`src/hw/rtl/iexu_pkg.sv`:
```
// ----------------------------------------------------------------------------
// iexu_pkg
// Shared types, codes and helpers for the instruction executor: command and
// opcode codes, trap vectors, event codes and the request structs that run
// between the control path, the main memory and the register file.
// ----------------------------------------------------------------------------
package iexu_pkg;

	// Sizes
	localparam int ADDR_BITS = 16;
	localparam int MEM_WORDS = 1 << ADDR_BITS;
	localparam int WORD_W    = 16;
	localparam int REG_CNT   = 8;
	localparam int REG_IDX_W = $clog2(REG_CNT);

	typedef logic [ADDR_BITS-1:0] addr_t;
	typedef logic [WORD_W-1:0]    word_t;
	typedef logic [REG_IDX_W-1:0] reg_idx_t;

	// Memory-mapped keyboard registers
	localparam addr_t KBSR_ADDR  = 16'hFE00;
	localparam addr_t KBDR_ADDR  = 16'hFE02;
	localparam word_t KBSR_READY = 16'h8000;

	// PC loaded by start until the host changes it
	localparam word_t START_RESET = 16'h3000;

	// Link register for calls and traps
	localparam reg_idx_t REG_LINK = 3'd7;
	localparam reg_idx_t REG_R0   = 3'd0;

	// Host commands
	typedef enum logic [1:0] {
		CMD_WRITE = 2'd0,
		CMD_READ  = 2'd1,
		CMD_START = 2'd2,
		CMD_STEP  = 2'd3
	} cmd_t;

	// Instruction opcodes
	typedef enum logic [3:0] {
		OP_BR   = 4'd0,
		OP_ADD  = 4'd1,
		OP_LD   = 4'd2,
		OP_ST   = 4'd3,
		OP_JSR  = 4'd4,
		OP_AND  = 4'd5,
		OP_LDR  = 4'd6,
		OP_STR  = 4'd7,
		OP_RTI  = 4'd8,
		OP_NOT  = 4'd9,
		OP_LDI  = 4'd10,
		OP_STI  = 4'd11,
		OP_JMP  = 4'd12,
		OP_RES  = 4'd13,
		OP_LEA  = 4'd14,
		OP_TRAP = 4'd15
	} op_t;

	// Trap vectors
	localparam logic [7:0] TRAP_GETC  = 8'h20;
	localparam logic [7:0] TRAP_OUT   = 8'h21;
	localparam logic [7:0] TRAP_PUTS  = 8'h22;
	localparam logic [7:0] TRAP_IN    = 8'h23;
	localparam logic [7:0] TRAP_PUTSP = 8'h24;
	localparam logic [7:0] TRAP_HALT  = 8'h25;

	// Result events
	typedef enum logic [2:0] {
		EV_NONE  = 3'd0,
		EV_OUT   = 3'd1,
		EV_PUTS  = 3'd2,
		EV_PUTSP = 3'd3,
		EV_HALT  = 3'd4,
		EV_BAD   = 3'd5,
		EV_WAIT  = 3'd6
	} ev_t;

	// Condition codes
	localparam logic [2:0] CC_P = 3'd1;
	localparam logic [2:0] CC_Z = 3'd2;
	localparam logic [2:0] CC_N = 3'd4;

	// One host item as held inside the block
	typedef struct packed {
		cmd_t       command;
		addr_t      address;
		word_t      data;
		logic       key_ready;
		logic [7:0] key_char;
	} item_t;

	// Main memory request, with the key offered to a KBSR poll
	typedef struct packed {
		logic       en;
		logic       we;
		addr_t      addr;
		word_t      wdata;
		logic       key_ready;
		logic [7:0] key_char;
	} mem_req_t;

	typedef struct packed {
		word_t rdata;     // registered read data
		logic  key_take;  // this cycle's request polls KBSR with a key present
		logic  busy;      // clearing pass after reset
	} mem_rsp_t;

	// Register file request
	typedef struct packed {
		logic     rd_en;
		reg_idx_t rd_a;
		reg_idx_t rd_b;
		logic     we;
		reg_idx_t waddr;
		word_t    wdata;
	} rf_req_t;

	// Sign extension of the instruction offset fields
	function automatic word_t sext5(input word_t ins);
		return {{11{ins[4]}}, ins[4:0]};
	endfunction

	function automatic word_t sext6(input word_t ins);
		return {{10{ins[5]}}, ins[5:0]};
	endfunction

	function automatic word_t sext9(input word_t ins);
		return {{7{ins[8]}}, ins[8:0]};
	endfunction

	function automatic word_t sext11(input word_t ins);
		return {{5{ins[10]}}, ins[10:0]};
	endfunction

	// N/Z/P of a written value
	function automatic logic [2:0] cc_of(input word_t v);
		if (v == '0) begin
			return CC_Z;
		end else if (v[WORD_W-1]) begin
			return CC_N;
		end
		return CC_P;
	endfunction

endpackage

```
`src/hw/rtl/iexu_regfile.sv`:
```
// ----------------------------------------------------------------------------
// iexu_regfile
// Eight general registers: two registered read ports, one write port.
// Entries not yet written read as zero.
// ----------------------------------------------------------------------------
module iexu_regfile import iexu_pkg::*; (
	input  logic    clk,
	input  logic    arst_n,
	input  rf_req_t req,
	output word_t   rd_a,
	output word_t   rd_b
);

	word_t              rf_q [REG_CNT];
	logic [REG_CNT-1:0] vld_q;
	word_t              rd_a_q;
	word_t              rd_b_q;

	// Storage and read registers; read data holds until the next read
	always_ff @(posedge clk) begin
		if (req.we) begin
			rf_q[req.waddr] <= req.wdata;
		end
		if (req.rd_en) begin
			rd_a_q <= vld_q[req.rd_a] ? rf_q[req.rd_a] : '0;
			rd_b_q <= vld_q[req.rd_b] ? rf_q[req.rd_b] : '0;
		end
	end

	// Written marks
	always_ff @(posedge clk or negedge arst_n) begin
		if (!arst_n) begin
			vld_q <= '0;
		end else if (req.we) begin
			vld_q[req.waddr] <= 1'b1;
		end
	end

	assign rd_a = rd_a_q;
	assign rd_b = rd_b_q;

endmodule

```
`config.mk`:
```
export PLATFORM = sky130hd
export DESIGN_NAME = iexu_regfile
export DESIGN_NICKNAME = d
export VERILOG_FILES = /design/src/hw/rtl/iexu_pkg.sv /design/src/hw/rtl/iexu_regfile.sv
export SDC_FILE = /design/constraint.sdc
export NUM_CORES = 1
export LEC_CHECK = 0
export BUFFER_PORTS_ARGS = -buffer_cell sky130_fd_sc_hd__buf_4
export CELL_PAD_IN_SITES_DETAIL_PLACEMENT = 1
export CELL_PAD_IN_SITES_GLOBAL_PLACEMENT = 1
export CORE_ASPECT_RATIO = 2
export CORE_MARGIN = 2
export CORE_UTILIZATION = 32
export CTS_CLUSTER_SIZE = 14
export DETAILED_ROUTE_END_ITERATION = 10
export HOLD_SLACK_MARGIN = 0.02
export PLACE_DENSITY_LB_ADDON = 0.1
export SETUP_SLACK_MARGIN = 0.15
export SLEW_MARGIN = 20
export SYNTH_ARGS = -nofsm -noshare
export SYNTH_HDL_FRONTEND = slang
export SYNTH_SLANG_ARGS = --single-unit
```
`constraint.sdc`:
```
create_clock -name clk -period 4.6 [get_ports clk]
set_clock_uncertainty 0.05 [all_clocks]
set_input_delay 0.69 -clock clk [delete_from_list [all_inputs] [get_ports clk]]
set_output_delay 0.69 -clock clk [all_outputs]
set_load 0.1 [all_outputs]
```
* Word level (Yosys, flattened, before mapping)
Memories as Yosys holds them, arrays and structs flattened. A register that Yosys moved wholly into a read port is not among the register bits.
Cells that the tools add are included.
W data, S select, Z words.
** Storage, ports and cells
- Memories kept :: 1
- Memory bits (writable) :: 128
- Logic and storage cells :: 18
- Output and inout bits :: 32
- Bits in registers :: 8
** Memories
- rf_q :: words 8, width 16, read ports 2, clocked after Yosys merged registers in 2, write ports 1, line iexu_regfile.sv:14 : word_t rf_q [REG_CNT];
** Cells by class
- Muxes and demuxes :: 8
- Magnitude comparators :: 4
- Reductions and logical operators :: 3
- Bitwise operators :: 1
** Operators by type and width (count)
- $lt A3 B4 Y1 const B :: 3
- $or A8 B8 Y8 :: 1
- $bmux W1 S3 :: 2
- $mux W1 :: 5
- $demux W1 S3 :: 1
- $ge A3 B1 Y1 const B :: 1
- $logic_not A1 Y1 :: 2
- $logic_and A1 B1 Y1 :: 1

* Logic depth before layout (Yosys ltp)
Gate-level depths: netlist of run 1.
- Depth in word-level cells :: 5
- Depth in mapped cells :: 5
- Depth with buffers taken out :: 3

* Worst setup path after synthesis of run 1
No wires, ideal clock.
- Kind :: input port to flip-flop
- From :: in req[16] (netlist name)
- To :: mem rf_q[0][0] (netlist name), enable pin
- Path slack :: 2.108 ns
- Required time :: 4.139 ns
- Setup time :: 0.411 ns
- Arrival :: 2.032 ns
- Cell stages on the path :: 2
- Cells stage by stage :: nand2b_1 -> nor3_1
** RTL lines
- start: declaration :: line iexu_regfile.sv:9 : input rf_req_t req,
- end: declaration :: line iexu_regfile.sv:14
No word-level cell before the write port.

* Worst setup path in the final report of run 1
- From :: in req[25] (netlist name)
- To :: reg rd_a_q[2], in the netlist rd_a[2], read port of rf_q (data pin)
** Between the ends
- Cells in the longest elaborated chain, start to end :: 3
** RTL lines
- $bmux W1 S3 :: line iexu_regfile.sv:25 : rd_a_q <= vld_q[req.rd_a] ? rf_q[req.rd_a] : '0;
- $mux W1 (implied by the code) :: line iexu_regfile.sv:25
- $logic_not A1 Y1 (no source line)
- end: declaration :: line iexu_regfile.sv:16 : word_t rd_a_q;
Parallel ways exist; a longest one is shown, timed or not. The select of a mux whose other input is x is not followed.
A chain may end at the register's enable or synchronous reset.

==> results of run 1 <==
[flip-flops by register name, summed over array words and instances, names as in the netlist]
signal  flops
rd_a       16
rd_b       16
rf_q      128
vld_q       8
[final timing paths]
| kind | from | end | slack (ns) | cells after the start |
|---|---|---|---|---|
| setup / recovery | req[25] | rd_a[2]$_SDFFCE_PN0P_ | 2.37 | 5 |
| max in group asynchronous | arst_n | vld_q[3]$_DFFE_PN0P_ | 3.80 | 2 |
| min in group asynchronous | arst_n | vld_q[0]$_DFFE_PN0P_ | 0.56 | 2 |
| setup reg to reg | vld_q[5]$_DFFE_PN0P_ | rd_a[2]$_SDFFCE_PN0P_ | 2.46 | 4 |
| hold reg to reg | vld_q[2]$_DFFE_PN0P_ | vld_q[2]$_DFFE_PN0P_ | 0.44 | 1 |
| hold / removal | req[2] | rf_q[6][2]$_DFFE_PP_ | 0.44 | 1 |
[logic make-up (layout without fill, tap and decap cells)]
family,count (synthesis),count (layout),share of synthesized area (%)
and+or+nand+nor,53,53,5.101
buffers and inverters,22,105,2.037
DFF,168,168,67.34
muxes,102,102,25.52
[layer usage]
metal	vias to the layer above	track usage (%)	wire length [um]
met5	-	0	0
met4	0	5.844	318
met3	22	3.465	589
met2	75	29.13	10150
met1	1895	16.06	6364
li1	1579	-	-
[cell type report]
type / instances / area, um2 / share of cell area, %
well taps: 280 / 350.3 / 3.970
clock buffers: 18 / 429.2 / 4.863
flip-flops and latches: 168 / 5005 / 56.71
repair buffers: 73 / 550.5 / 6.238
multi-input cells: 155 / 2286 / 25.90
clock inverters: 14 / 203.9 / 2.311
[metrics by stage]
| step | cell area, um2 | util (%) |
|---|---|---|
| finish | 8825 | 38.81 |
| global route | 8825 | 38.81 |
| CTS | 8825 | 38.81 |
| detailed placement | 8182 | 35.98 |
| global placement | 8182 | 35.98 |
| floorplan | 7432 | - |
[cells in the mapped netlist]
master      n
buf_12      2
mux2i_4     2
nor2_4     20
nand2_1     2
nand2b_1    3
mux4_2     68
dfrtp_1     8
buf_1       1
buf_2       8
buf_4       1
clkbuf_1    7
buf_6       3
edfxtp_1  160
nor3_1      2
mux2i_1    32
nor2_1     18
or2_2       8
[where the power goes]
| group | leakage [nW] | internal (mW) | total (mW) | switching, mW |
|---|---|---|---|---|
| Clock | 0.301 | 0.957 | 1.55 | 0.589 |
| Sequential | 1.55 | 1.76 | 1.79 | 0.0284 |
| Combinational | 1.12 | 0.177 | 0.594 | 0.417 |
[what timing repair did]
action / 4_1_cts / 5_1_grt
hold endpoints to repair: 8 / 0
buffers inserted: 0 / 0
hold buffers: 1 / 0
[worst register-to-register path, cell delays in order, from the launching register on]
cell	delay, ns
dfrtp_1	0.39
mux4_2	0.50
mux2i_4	0.50
buf_4	0.36
nor2_1	0.09
[placed cells by master (no fill, tap or decap), drive strengths merged]
cell type / count
mux2i: 34
clkbuf: 18
clkinvlp: 3
nor3: 2
edfxtp: 160
mux4: 68
bufinv: 5
buf: 72
nand2: 2
dlygate4sd3: 1
inv: 1
nor2: 38
nand2b: 3
dfrtp: 8
or2: 8
clkinv: 5
==> results.yml, run 1 <==
floorplanning:
  core_area_um2: 22740
  start_util_pct: 32.68
  die_x_um: 111.8
  fp.dieArea_um2: 24530
  chipHeight_um: 219.5
  ios: 61
  rows: 78
synthesis:
  synth_area_um2: 7432
  yosysWarnings: 0
  yosysTopAreaCell: "edfxtp_1"
  synthesis.nets: 374
  synth.distinct_cells: 17
  ys_top_cells_by_area: "edfxtp_1 (65%), mux4_2 (21%), mux2i_1 (4.3%), nor2_4 (3.0%), dfrtp_1 (2.7%)"
  synth_seq_cells: 168
  synthCells: 345
  yosysTopAreaCellShare_pct: 64.65
  syn_area_per_cell_um2: 21.54
  ys_seq_area_share_pct: 67.34
timing:
  timing.final.crit_share_pct: 48.59
  setup_viol: 0
  setup_tns_ns: 0
  tightest_slew_ns: 0.6532
  hold_viol_final: 0
  drv_slew: 0
  fmax_ghz: 0.4474
  fin_hold_ws_ns: 0.4353
  period_minus_slack_ns: 2.235
  rsz0062_at_grt: "no"
  layout_setup_ws_ns: 2.365
  max_slew_margin_pct: 56.46
worst_setup_path:
  crit_top_cell: "buf_4"
  worstSetupStartpointType: "primary input"
  crit_buf_inv: 2
  critPathKind: "in2reg"
  required_ns: 4.74
  end_kind: "flop"
  path_delay_family: "multiplexers"
  crit_fanout: 18
  crit_slowest_cell: "mux2i_4"
  cp_slowest_stage_delay_ns: 0.50
  path_cells: "buf_4, mux4_2, mux2i_4, buf_4, nor2_1"
  crit_arrival_ns: 2.37
flow_run:
  cap_violations: 0
grt:
  grt_pass1_wl_mm: 26.10
  globalRouteOverflowTotal: 0
  antenna_found_initial: 0
  grt_max_degree: 34
  grt_usage_pct: 15.26
  grt_pass1_vias: 4200
clock_tree:
  cts_tree: "yes"
  post_cts_resized: 0
  clock_latency_ns: 0.43
  htreeDepth: 4
  clkTransAtPathRegs_ns: 0.07
  clock_path_buffers: 2
  cts-root-buf: "clkbuf_16"
  cts_buffers: 17
  clock_sinks: 168
route:
  drt_pre_antenna_iters: 6
  drcViolationCount: 0
  via_per_inst: 5.044
  vias: 3571
  postRouteAntennaNets: 0
  detail_route.wl_per_cell_um: 24.61
  dr.first_iter.drc_count: 163
  wirelength_mm: 17.42
finish:
  nNetsFinal: 444
  n_antenna_cell: 0
  area_growth_pct: 18.74
  drive_gt1_share_pct: 46.96
  num-fill-cells: 2189
  final_cells: 708
place:
  place_congestion: 0.6919
  dp_slack_ns: 1.839
  io_buffers: 60
  dpl.cell_count: 675
  post-dp-hpwl_mm: 10.61
outcome:
  status: "finished, final reports clean"
power:
  powerDensity_nw_per_um2: 445.0
  max-vdd-ir-drop_mv: 0.2039
  p_leak_nw: 2.975
  total_power_mw: 3.927
worst_hold_path:
  hp-class: "in2reg"
(Power assumes the default switching activity.)
==> inputs of run 2 (changes only) <==
- ABC_AREA: default -> 1
- clock period: 4.6 -> 2.1 ns (I/O delays scaled with it)
==> results.yml, run 2 <==
outcome:
  status: "finished, final reports clean"
timing:
  drv_slew: 0
  max_slew_margin_pct: 62.44
  fmax_ghz: 0.6147
  timing.final.crit_share_pct: 77.47
  layout_setup_ws_ns: 0.4731
  setup_viol: 0
  setup_tns_ns: 0
  rsz0062_at_grt: "no"
  period_minus_slack_ns: 1.627
  fin_hold_ws_ns: 0.04690
  tightest_slew_ns: 0.5634
  hold_viol_final: 0
power:
  p_leak_nw: 4.878
  clkPwrFrac_pct: 37.4
  p_int_mw: 5.850
  netSwitchingPower_mw: 2.298
  total_power_mw: 8.148
  powerDensity_nw_per_um2: 813.3
  sequentialPowerShare_pct: 47.3
  swShare_pct: 28.20
  power_frac_comb_pct: 15.3
  max-vdd-ir-drop_mv: 0.5544
route:
  via_per_inst: 4.714
  dr.first_iter.drc_count: 350
  drt_pre_antenna_iters: 4
  drcViolationCount: 0
  wirelength_mm: 27.27
  postRouteAntennaNets: 0
  detail_route.wl_per_cell_um: 18.89
  vias: 6807
synthesis:
  synth.distinct_cells: 15
  ys_seq_area_share_pct: 58.28
  syn_area_per_cell_um2: 8.361
  yosysTopAreaCellShare_pct: 55.95
  synth_ff_type: "edfxtp_1"
  async_reset_ff_share_pct: 4.762
  ys_top_cells_by_area: "edfxtp_1 (56%), nand2_1 (21%), nand3_1 (7.9%), inv_1 (7.5%), dfrtp_1 (2.3%)"
  synth_commonest_cells: "nand2_1 (479), inv_1 (171), edfxtp_1 (160)"
  synthCells: 1027
  synth_area_um2: 8587
  yosysWarnings: 0
  synthesis.nets: 1056
  synth_seq_cells: 168
  synth_edf_count: 160
  yosysTopAreaCell: "edfxtp_1"
  synth_most_common_cell: "nand2_1"
grt:
  grt_max_degree: 51
  antenna_found_initial: 0
  grt_pass1_wl_mm: 42.19
  grt_pass1_vias: 7243
  globalRouteOverflowTotal: 0
  grt_usage_pct: 20.39
worst_hold_path:
  hp-class: "in2reg"
worst_setup_path:
  crit_buf_inv: 2
  cp_slowest_stage_delay_ns: 0.36
  required_ns: 2.26
  path_cells: "inv_1, nand2_1, nand3_1, nand2_1, nand2_1, nand2_2, nand2_1, inv_1"
  worstSetupStartpointType: "flop"
  crit_fanout: 16
  critPathKind: "reg2reg"
  end_kind: "flop"
  path_delay_family: "simple AND/OR/NAND/NOR gates"
  crit_slowest_cell: "dfrtp_1"
  crit_top_cell: "nand2_1"
  crit_arrival_ns: 1.79
flow_run:
  cap_violations: 0
floorplanning:
  ios: 61
  rows: 84
  core_area_um2: 26380
  fp.dieArea_um2: 28240
  chipHeight_um: 235.7
  start_util_pct: 32.55
  die_x_um: 119.8
place:
  post-dp-hpwl_mm: 17.03
  dp_slack_ns: 0.2558
  place_congestion: 0.7546
  io_buffers: 60
clock_tree:
  post_cts_resized: 0
  cts_tree: "yes"
  clock_path_buffers: 2
  cts-root-buf: "clkbuf_16"
  clock_sinks: 168
  cts_buffers: 17
  htreeDepth: 4
  clkTransAtPathRegs_ns: 0.07
  clock_latency_ns: 0.45
finish:
  multi_input_area_um2: 2575
  nNetsFinal: 1116
  mostFrequentLayoutCells: "nand2_1 (479), inv_1 (171), edfxtp_1 (160), nand3_1 (136), buf_4 (81)"
  area_growth_pct: 16.67
  n_antenna_cell: 0
  drive_gt1_share_pct: 11.55
  largest-register: "rf_q"
  num-fill-cells: 3179
  seq_area_um2: 5005
  largest_register_ffs: 128
  final_common_cell: "nand2_1"
  final_util_pct: 37.98
==> run 2: changes by cell type in the layout (fill, tap and decap cells not counted), moves of 20 or more <==
| cell | change |
|---|---|
| nand2_1 | +477 |
| inv_1 | +171 |
| nand3_1 | +136 |
| mux4_2 | -68 |
| mux2i_1 | -32 |
| nor2_4 | -20 |
==> run 2: kinds of logic after synthesis <==
group / share of synthesized area (%)
buffers and inverters: 11.96
AOI/OAI and AO/OA: 0.4663
and+or+nand+nor: 29.29
DFF: 58.28
==> run 2: layer usage <==
metal	vias to the layer above	part of all wire, %	global-route usage (%)
met5	-	0	0
met4	0	2.9	7.665
met3	42	3.1	3.464
met2	125	54	37.80
met1	3344	40	22.95
li1	3296	-	-
==> run 2: layout make-up <==
| class | count | area share [%] |
|---|---|---|
| clock inverters | 12 | 1.087 |
| flip-flops and latches | 168 | 49.96 |
| repair buffers | 91 | 7.968 |
| well taps | 344 | 4.296 |
| multi-input cells | 632 | 25.70 |
| clock buffers | 20 | 4.359 |
| inverters | 177 | 6.632 |
==> run 2: what timing repair did <==
item | 4_1_cts | 5_1_grt
hold buffers | 1 | 0
endpoints found under the hold margin | 8 | 0
setup endpoints to repair | 0 | 0
buffers inserted | 0 | 0
==> run 2: power groups by stage <==
stage | logic [mW] | registers (mW) | clock network [mW]
after detailed placement | 1.27 | 3.93 | 0
final | 1.25 | 3.85 | 3.05
after global placement | 1.26 | 3.93 | 0
after global routing | 1.37 | 3.86 | 3.21
after floorplan | 0.520 | 4.26 | 0
after CTS | 1.27 | 3.86 | 3.10
==> run 2: through the flow <==
stage               area [um2]  instances
floorplan                 8587       1027
global placement          9463       1411
detailed placement        9463       1411
CTS                      10020       1444
global route             10020       1444
finish                   10020       1444
==> run 2: worst paths after layout <==
| check | start | end | slack (ns) | depth (start not counted) |
|---|---|---|---|---|
| setup / recovery | vld_q[1]$_DFFE_PN0P_ | rd_a[5]$_SDFFCE_PN0P_ | 0.47 | 8 |
| hold / removal | req[7] | rf_q[6][7]$_DFFE_PP_ | 0.05 | 1 |
| setup reg to reg | vld_q[1]$_DFFE_PN0P_ | rd_a[5]$_SDFFCE_PN0P_ | 0.47 | 8 |
| hold reg to reg | vld_q[7]$_DFFE_PN0P_ | vld_q[7]$_DFFE_PN0P_ | 0.43 | 2 |
| max in group asynchronous | arst_n | vld_q[1]$_DFFE_PN0P_ | 1.70 | 2 |
| min in group asynchronous | arst_n | vld_q[5]$_DFFE_PN0P_ | 0.17 | 2 |
==> inputs of run 3 (changes only) <==
- ABC_AREA: 1 -> 0
- clock period: 2.1 -> 1.6 ns (I/O delays scaled with it)
==> results.yml, run 3 (synthesized netlist as in run 1, its figures left out) <==
timing:
  setup_viol: 32
  setup_tns_ns: -3.210
  tightest_slew_ns: 0.5094
  period_minus_slack_ns: 1.735
  timing.final.crit_share_pct: 108.4
  rsz0062_at_grt: "yes"
  fmax_ghz: 0.5765
  max_slew_margin_pct: 66.04
  hold_viol_final: 0
  layout_setup_ws_ns: -0.1347
  drv_slew: 0
worst_setup_path:
  path_cells: "mux4_2, mux2i_4, buf_12, clkbuf_16, nor2_4"
  crit_fanout: 5
  crit_arrival_ns: 1.87
  critPathKind: "reg2reg"
  cp_slowest_stage_delay_ns: 0.51
  required_ns: 1.73
  crit_slowest_cell: "mux4_2"
  reg2reg_depth: 5
  end_kind: "flop"
  rrSetupSlack_ns: -0.13
  worstSetupStartpointType: "flop"
grt:
  globalRouteOverflowTotal: 0
  grt_usage_pct: 15.76
  grt_pass1_vias: 4351
  antenna_found_initial: 0
  grt_max_degree: 33
  grt_pass1_wl_mm: 27.19
floorplanning:
  chipHeight_um: 219.5
  die_x_um: 111.8
  ios: 61
  core_area_um2: 22740
  fp.dieArea_um2: 24530
  start_util_pct: 32.68
  rows: 78
place:
  place_congestion: 0.7235
  io_buffers: 60
  dp_slack_ns: -0.1892
  post-dp-hpwl_mm: 11.79
route:
  detail_route.wl_per_cell_um: 24.54
  dr.first_iter.drc_count: 151
  postRouteAntennaNets: 0
  wl_met1_mm: 6.715
  routed.top_layer: "met4"
  wirelength_mm: 18.31
  dr_wl_met3_um: 491
  drcViolationCount: 0
  drt_pre_antenna_iters: 6
  via_per_inst: 4.983
  vias: 3717
  wl_met2_mm: 10.86
finish:
  num-fill-cells: 2142
  largest-register: "rf_q"
  nNetsFinal: 482
  area_growth_pct: 27.56
  final_common_cell: "edfxtp_1"
  mostFrequentLayoutCells: "edfxtp_1 (160), buf_4 (71), mux4_2 (68), mux2i_1 (32), nor2_4 (24)"
  largest_register_ffs: 128
  n_antenna_cell: 0
  drive_gt1_share_pct: 50.86
power:
  total_power_mw: 11.46
  p_leak_nw: 3.219
  powerDensity_nw_per_um2: 1209
  max-vdd-ir-drop_mv: 0.6655
clock_tree:
  cts_buffers: 17
  clock_path_buffers: 2
  clkTransAtPathRegs_ns: 0.06
  clock_sinks: 168
  clock_latency_ns: 0.43
  cts_tree: "yes"
  htreeDepth: 4
  cts-root-buf: "clkbuf_16"
flow_run:
  cap_violations: 0
outcome:
  status: "finished, violations left"
  violations: "negative setup slack"
worst_hold_path:
  hp-class: "in2async"
-- run 3: cell types whose count changed in the layout (fill, tap and decap cells not counted), moves of 24 or more --
cell	change
inv_1	-171
mux2i_1	+32
mux4_2	+68
nand2_1	-477
nand3_1	-136
nor2_4	+24
-- run 3: power by group --
part	internal, mW	switching, mW	total, mW
Combinational	0.670	1.26	1.93
Sequential	5.05	0.0838	5.14
Clock	2.62	1.78	4.39
-- run 3: per-layer routing --
layer | up-vias | GRT usage (%)
met3 | 13 | 3.603
met4 | 0 | 4.938
met1 | 1996 | 16.64
met5 | - | 0
met2 | 58 | 30.57
li1 | 1650 | -
-- run 3: final cells by class --
| type | count | area (um2) | area share, % |
|---|---|---|---|
| clock inverter | 15 | 200.2 | 2.112 |
| timing repair buffer | 111 | 1151 | 12.14 |
| clock buffer | 17 | 425.4 | 4.487 |
| tap | 280 | 350.3 | 3.695 |
| sequential | 168 | 5005 | 52.79 |
| multi-input combinational | 155 | 2349 | 24.77 |
-- run 3: worst max-delay path, delay by kind of cell, from the launching register on --
family / cells / cell delay [ns]
and+or+nand+nor: 1 / 0.03
buffers and inverters: 2 / 0.31
muxes: 2 / 0.69
DFF: 1 / 0.40
-- run 3: worst paths after layout --
path | startpoint | to
hold reg to reg | vld_q[0]$_DFFE_PN0P_ | vld_q[0]$_DFFE_PN0P_
setup / recovery | vld_q[5]$_DFFE_PN0P_ | rd_a[7]$_SDFFCE_PN0P_
setup reg to reg | vld_q[5]$_DFFE_PN0P_ | rd_a[7]$_SDFFCE_PN0P_
max in group asynchronous | arst_n | vld_q[4]$_DFFE_PN0P_
min in group clk | req[26] | rd_a[12]$_SDFFCE_PN0P_
hold / removal | arst_n | vld_q[2]$_DFFE_PN0P_
-- run 3: repair_timing --
action / in CTS / in global routing
hold buffers: 17 / 0
gates cloned: 0 / 1
hold endpoints to repair: 136 / 0
resized for setup: 10 / 2
endpoints found under the setup margin: 33 / 33
pin swaps: 4 / 1
setup buffers: 0 / 1
-- run 3: stage by stage --
| stage | util [%] | hold slack, ns | std cells | cell area (um2) |
|---|---|---|---|---|
| 2_1_floorplan | - | -0.1056 | 345 | 7525 |
| 3_3_place_gp | 37.81 | 0.01258 | 695 | 8597 |
| 3_5_place_dp | 37.81 | 0.01495 | 695 | 8597 |
| 4_1_cts | 41.47 | 0.09546 | 744 | 9429 |
| 5_1_grt | 41.69 | 0.1088 | 746 | 9480 |
| 6_report | 41.69 | 0.1160 | 746 | 9480 |
